`config.mk`:
```
export PLATFORM = sky130hd
export DESIGN_NAME = dhfk_cordic_cell
export DESIGN_NICKNAME = d
export VERILOG_FILES = /design/src/sv/dhfk_pkg.sv /design/src/sv/dhfk_cordic_cell.sv
export SDC_FILE = /design/constraint.sdc
export NUM_CORES = 2
export LEC_CHECK = 0
export BUFFER_PORTS_ARGS = -buffer_cell sky130_fd_sc_hd__buf_2
export CAP_MARGIN = 25
export CORE_AREA = 10 10 554 556
export DETAILED_ROUTE_END_ITERATION = 12
export DIE_AREA = 0 0 564 566
export PLACE_DENSITY_LB_ADDON = 0.15
export SKIP_CTS_REPAIR_TIMING = 1
export SLEW_MARGIN = 30
export SYNTH_ARGS = -nofsm -noshare
export SYNTH_HDL_FRONTEND = slang
export SYNTH_SLANG_ARGS = --single-unit
export TNS_END_PERCENT = 100
```
`constraint.sdc`:
```
create_clock -name clk -period 6.15 [get_ports clk]
set_input_delay 0.9225 -clock clk [delete_from_list [all_inputs] [get_ports clk]]
set_output_delay 0.9225 -clock clk [all_outputs]
set_load 0.02 [all_outputs]
```
`src/sv/dhfk_pkg.sv`:
```
// Shared constants, types and link tables for the DH forward kinematics block.
`timescale 1ns / 1ps
package dhfk_pkg;

  localparam int NUM_JOINTS     = 7;
  localparam int NUM_LINKS      = NUM_JOINTS + 1;
  localparam int ANGLE_W        = 16;
  localparam int DEF_ANGLE_BITS = 16;
  localparam int DEF_FRAC_BITS  = 16;
  localparam int IQ             = 30;
  localparam int CORDIC_STEPS   = 30;
  localparam int ROT_QW         = 32;  // Q30 rotation entry
  localparam int POS_QW         = 34;  // Q30 position entry
  localparam int Z_W            = 32;
  localparam int XY_W           = 34;

  localparam logic signed [XY_W-1:0]   CORDIC_K = 34'sd652032874;
  localparam logic signed [ROT_QW-1:0] ONE_Q    = 32'sd1073741824;

  localparam logic signed [Z_W-1:0] ATAN_TURNS [CORDIC_STEPS] = '{
    32'sd536870912, 32'sd316933406, 32'sd167458907, 32'sd85004756, 32'sd42667331,
    32'sd21354465, 32'sd10679838, 32'sd5340245, 32'sd2670163, 32'sd1335087,
    32'sd667544, 32'sd333772, 32'sd166886, 32'sd83443, 32'sd41721,
    32'sd20861, 32'sd10430, 32'sd5215, 32'sd2608, 32'sd1304,
    32'sd652, 32'sd326, 32'sd163, 32'sd81, 32'sd41,
    32'sd20, 32'sd10, 32'sd5, 32'sd3, 32'sd1
  };

  typedef enum logic [1:0] {
    TW_ZERO = 2'd0,
    TW_POS  = 2'd1,
    TW_NEG  = 2'd2
  } twist_t;

  localparam twist_t LINK_TWIST [NUM_LINKS] = '{
    TW_ZERO, TW_NEG, TW_POS, TW_POS, TW_NEG, TW_POS, TW_POS, TW_ZERO
  };
  localparam logic signed [31:0] LINK_A [NUM_LINKS] = '{
    32'sd0, 32'sd0, 32'sd0, 32'sd88583700, -32'sd88583700, 32'sd0, 32'sd94489281, 32'sd0
  };
  localparam logic signed [31:0] LINK_D [NUM_LINKS] = '{
    32'sd357556027, 32'sd0, 32'sd339302416, 32'sd0, 32'sd412316860, 32'sd0, 32'sd0,
    32'sd114890375
  };

  typedef struct packed {
    logic signed [XY_W-1:0] x;
    logic signed [XY_W-1:0] y;
    logic signed [Z_W-1:0]  z;
    logic [1:0]             quad;
  } cordic_lane_t;

endpackage

```
`src/sv/dhfk_cordic_cell.sv`:
```
// One CORDIC rotation step applied to all joint lanes, registered.
`timescale 1ns / 1ps
module dhfk_cordic_cell #(
  parameter int                     STEP = 0,
  parameter logic signed [31:0]     ATAN = 32'sd0
) (
  input  logic                       clk,
  input  logic                       rst_n,
  input  logic                       en,
  input  logic                       vld_i,
  input  dhfk_pkg::cordic_lane_t     lane_i [dhfk_pkg::NUM_JOINTS],
  output logic                       vld_o,
  output dhfk_pkg::cordic_lane_t     lane_o [dhfk_pkg::NUM_JOINTS]
);

  logic                   vld_r;
  dhfk_pkg::cordic_lane_t lane_r   [dhfk_pkg::NUM_JOINTS];
  dhfk_pkg::cordic_lane_t lane_nxt [dhfk_pkg::NUM_JOINTS];

  always_comb begin
    for (int j = 0; j < dhfk_pkg::NUM_JOINTS; j++) begin
      lane_nxt[j].quad = lane_i[j].quad;
      if (!lane_i[j].z[dhfk_pkg::Z_W-1]) begin
        lane_nxt[j].x = lane_i[j].x - (lane_i[j].y >>> STEP);
        lane_nxt[j].y = lane_i[j].y + (lane_i[j].x >>> STEP);
        lane_nxt[j].z = lane_i[j].z - ATAN;
      end else begin
        lane_nxt[j].x = lane_i[j].x + (lane_i[j].y >>> STEP);
        lane_nxt[j].y = lane_i[j].y - (lane_i[j].x >>> STEP);
        lane_nxt[j].z = lane_i[j].z + ATAN;
      end
    end
  end

  always_ff @(posedge clk) begin
    if (!rst_n) begin
      vld_r <= 1'b0;
    end else if (en) begin
      vld_r <= vld_i;
    end
  end

  always_ff @(posedge clk) begin
    if (en) begin
      lane_r <= lane_nxt;
    end
  end

  assign vld_o  = vld_r;
  assign lane_o = lane_r;

endmodule

```
Yosys cells after proc, flatten, opt, wreduce, memory -nomap -nowiden
Cells that the tools add are included.
{"block": "word_totals", "register_bits": 715, "input_bits": 718, "out_inout_bits": 715, "word_cells": 57}
{"block": "op_classes", "addsub": 21, "mux": 7}
{"cell": "$mux 100", "count": 7}
{"cell": "$sub 34x34->34", "count": 14}
{"cell": "$add 34x34->34", "count": 7}

Depth between registers and ports, before layout
{"block": "logic_depth", "ltp_word": 2, "depth_mapped": 14, "mapped_depth_nobuf": 13}

Least setup slack after synthesis
OpenSTA, ideal clock, no wires.
{"block": "synth_timing", "path_kind": "input-to-reg", "startpoint": "in lane_i[544] in the netlist's numbering", "endpoint": "reg lane_r (netlist bit lane_o[576]), data pin", "setup_ps": 266, "t_arrival_ps": 3408, "required_time_ps": 5884, "setup_slack_ps": 2476, "cell_stages": 13, "n_path_buf": 0, "path_cell_list": "inv_1 ha_1 fa_1 and2b_1 o31ai_2 a211oi_2 a221oi_2 o31a_1 o41ai_2 a31oi_1 a2111oi_2 o41ai_1 xnor2_1"}
{"element": "start, declared", "line": "dhfk_cordic_cell.sv:11", "text": "input dhfk_pkg::cordic_lane_t lane_i [dhfk_pkg::NUM_JOINTS],"}
{"element": "end signal, assigned", "line": "dhfk_cordic_cell.sv:45", "text": "lane_r <= lane_nxt;"}
{"element": "end, declared", "line": "dhfk_cordic_cell.sv:17", "text": "dhfk_pkg::cordic_lane_t lane_r [dhfk_pkg::NUM_JOINTS];"}

==> results by group <==
Status
  – Status: complete, no violations

Detailed routing
  – DRC errors left: 0
  – Post-route ant nets: 0
  – Drt wl/cell: 27.3 microns
  – Drt via density: 4.83
  – DR iter-0 viols: 5167
  – Final wirelength: 334000 microns
  – Via count: 59122
  – First-pass DRT Iterations: 6

Worst setup path
  – Reg-to-reg slack, setup: 5560 ps
  – Reg2reg start: vld_o$_SDFFE_PN0P_
  – R2R Path End: vld_o$_SDFFE_PN0P_
  – CP endpoint kind: flip-flop
  – WP data arrival: 4530 ps
  – Required time of the critical path: 6690 ps
  – Setup CP Type: in2reg
  – CP Launch Type: input pin
  – R2R cell count: 2
  – CP Max Fanout: 8

CTS
  – Clock Sinks: 708
  – Depth of the CTS H-tree: 3
  – TritonCTS Buffers: 104
  – Clock slew seen by the registers of the worst setup and hold paths: 60 ps
  – Root buffer cell: clkbuf_16
  – CTS tree: built
  – Clock Tree Buf Depth: 4
  – Later-pin clock latency in the skew report: 790 ps

Min path
  – Min-Delay Endpoint: lane_o[131]$_DFFE_PP_
  – Hold Path Origin: lane_i[131]
  – Hold depth: 1
  – Hold Path Class: in2reg

Logic synthesis
  – Mux cell area share after synthesis: 0.0166
  – Yosys reg bits: 708
  – Largest family of logic cells by synthesized area: compound AO/OA/AOI/OAI gates
  – Top_reg_cell synth: edfxtp_1
  – Top post-synthesis cells by area: edfxtp_1 (35%), ha_1 (14%), a21oi_1 (6.7%)
  – Netlist Area Pre-Place: 61000 sq um
  – Synth warnings: 0
  – Cell variety after synth: 102
  – Post-synth EDFFs: 707
  – Synth Area in Simple Gates: 0.125
  – Post-synthesis average cell area: 8.86 sq um
  – Synth Area in Compound Gates: 0.230
  – Synth Area in XOR/XNOR: 0.0650
  – Syn Nets: 8321
  – Post-synthesis async set-or-reset flop share: 0
  – Post-synthesis cell count: 6889
  – Synth top area share: 0.348
  – Synth area leader: edfxtp_1
  – Seq/Total Area, Yosys: 0.348
  – Adder-cell share of the synthesized area: 0.149

Power
  – Switching share of power: 0.392
  – Maximum vdd drop: 0.248 mV
  – Combinational Power Share: 0.357
  – Leakage: 0.0328 uW
  – Clk network pwr share: 0.315
  – Internal Power: 12100 uW
  – Pwr Density: 263 nW/um^2
  – Sequential share of power: 0.328
  – Psw: 7800 uW

Global route
  – First-pass GRT wire length: 463000 microns
  – GRT Total Usage: 0.197
  – Pin count of the biggest net entering global routing: 134
  – Via count of the first global-routing pass: 58767
  – Antenna violations before repair: 213
  – Grt ovf: 0

STA
  – Fmax: 251 MHz
  – Total negative slack: 0 ps
  – Pins Over Slew Limit: 0
  – Unrepaired setup endpoints after global routing: no
  – Slew headroom: 0.319
  – Min Tclk post-route: 3990 ps
  – PnR worst setup slack: 2160 ps
  – Layout Skew: 0 ps
  – Final Setup Violations: 0
  – Hold Vio Cnt, Final: 0
  – Ratio of final minimum period to clock period: 0.649
  – Least-Margin Pin Slew: 1020 ps

Die
  – Die area: 319000 sq um
  – Num ports: 1433
  – Initial core utilization: 0.206
  – Die H: 566 microns
  – Core Region: 296000 sq um
  – Die Width: 564 microns
  – Placement row count: 200

Final layout
  – Area grow syn2layout: 24.3%
  – Leading cell type in the layout, fill and taps excluded: buf_2
  – Layout cell share with drive strength beyond 1: 0.211
  – NumNets Final: 9590
  – Fillers: 32458
  – Non-filler cells, final: 12242
  – Fin util: 0.256
  – Commonest non-fill, non-tap cells in the layout: buf_2 (1429), a21oi_1 (816), edfxtp_1 (707), ha_1 (693), inv_1 (689)

Place
  – Routability Congestion: 0.929
  – Hpwl dp: 279000 microns
  – Place WS: 1390 ps
  – # placed instances: 11991
  – PortBufs: 1432

Job
  – Max capacitance violation total: 0
-- worst max-delay path, stage by stage --
cell       delay (ps)
buf_2             100
inv_1              40
ha_1              400
nor2b_1           190
o31ai_1           400
a21oi_1           250
a2111oi_1         890
o21ai_1           220
a21oi_1           340
o21ai_1           230
a31oi_1           220
mux2i_1           120
xnor2_1           170
-- routing by layer --
layer / up-vias / GRT usage / share of wire
met4: 84 / 0.0484 / 0.030
met1: 28833 / 0.240 / 0.41
met3: 539 / 0.0641 / 0.091
met2: 2457 / 0.336 / 0.47
li1: 27209 / - / -
met5: - / 0 / 0.0017
-- registers in the layout (all words and copies together), names as in the netlist --
name / cells
lane_o: 707
vld_o: 1
-- synthesized netlist by cell type, drive strengths merged, types with 75 or more instances --
master	number
a21oi	818
inv	722
edfxtp	707
ha	693
nor2	645
o21ai	493
xnor2	395
nand2	347
clkbuf	177
o21bai	138
a21o	136
nor3	134
buf	132
nand3	102
mux2i	101
nand2b	85
o31ai	83
a211oi	75
nor2b	75
-- worst max-delay path by stage --
| stage | start | to | slack [ps] | cells after the start |
|---|---|---|---|---|
| 6_report | lane_i[36] | lane_o[64]$_DFFE_PP_ | 2160 | 13 |
| 2_1_floorplan | lane_i[544] | lane_o[576]$_DFFE_PP_ | 2480 | 13 |
| 5_1_grt | lane_i[37] | lane_o[67]$_DFFE_PP_ | 2030 | 13 |
| 3_5_place_dp | lane_i[445] | lane_o[509]$_DFFE_PP_ | 1390 | 13 |
| 4_1_cts | lane_i[46] | lane_o[95]$_DFFE_PP_ | 2340 | 11 |
| 3_3_place_gp | lane_i[36] | lane_o[64]$_DFFE_PP_ | 1260 | 13 |
-- kinds of logic (layout without fill, tap and decap cells) --
group,Yosys count,count (layout)
adders and majority gates,714,714
other,0,61
AOI/OAI and AO/OA,2229,2229
buffers and inverters,1043,2396
muxes,101,101
xor gates and xnor gates,453,453
DFF,708,708
and+or+nand+nor,1641,1641
-- power by group through the flow --
stage,Clock [uW],Combinational [uW],Sequential [uW]
floorplan,0,3230,7380
global placement,0,7180,6640
detailed placement,0,7110,6630
CTS,6550,7150,6560
global route,6710,7680,6600
finish,6270,7120,6540
-- cell type report --
type | instances | area [sq um] | share of cell area
tap | 3939 | 4930 | 0.0650
timing repair buffer | 1472 | 7540 | 0.0995
clock buffer | 116 | 2710 | 0.0358
sequential | 708 | 21300 | 0.280
multi-input combinational | 5138 | 35700 | 0.471
antenna | 61 | 153 | 0.00201
inverter | 734 | 2760 | 0.0363
clock inverter | 74 | 747 | 0.00985
-- stage by stage --
step	power (uW)	hold slack, ps	instance area [sq um]
after floorplan	10600	589	61000
after global placement	13800	509	72200
after detailed placement	13700	520	72200
after CTS	20300	136	75700
after global routing	21000	166	75700
final	19900	242	75800
Note: power is estimated with default switching activity, not from simulation.
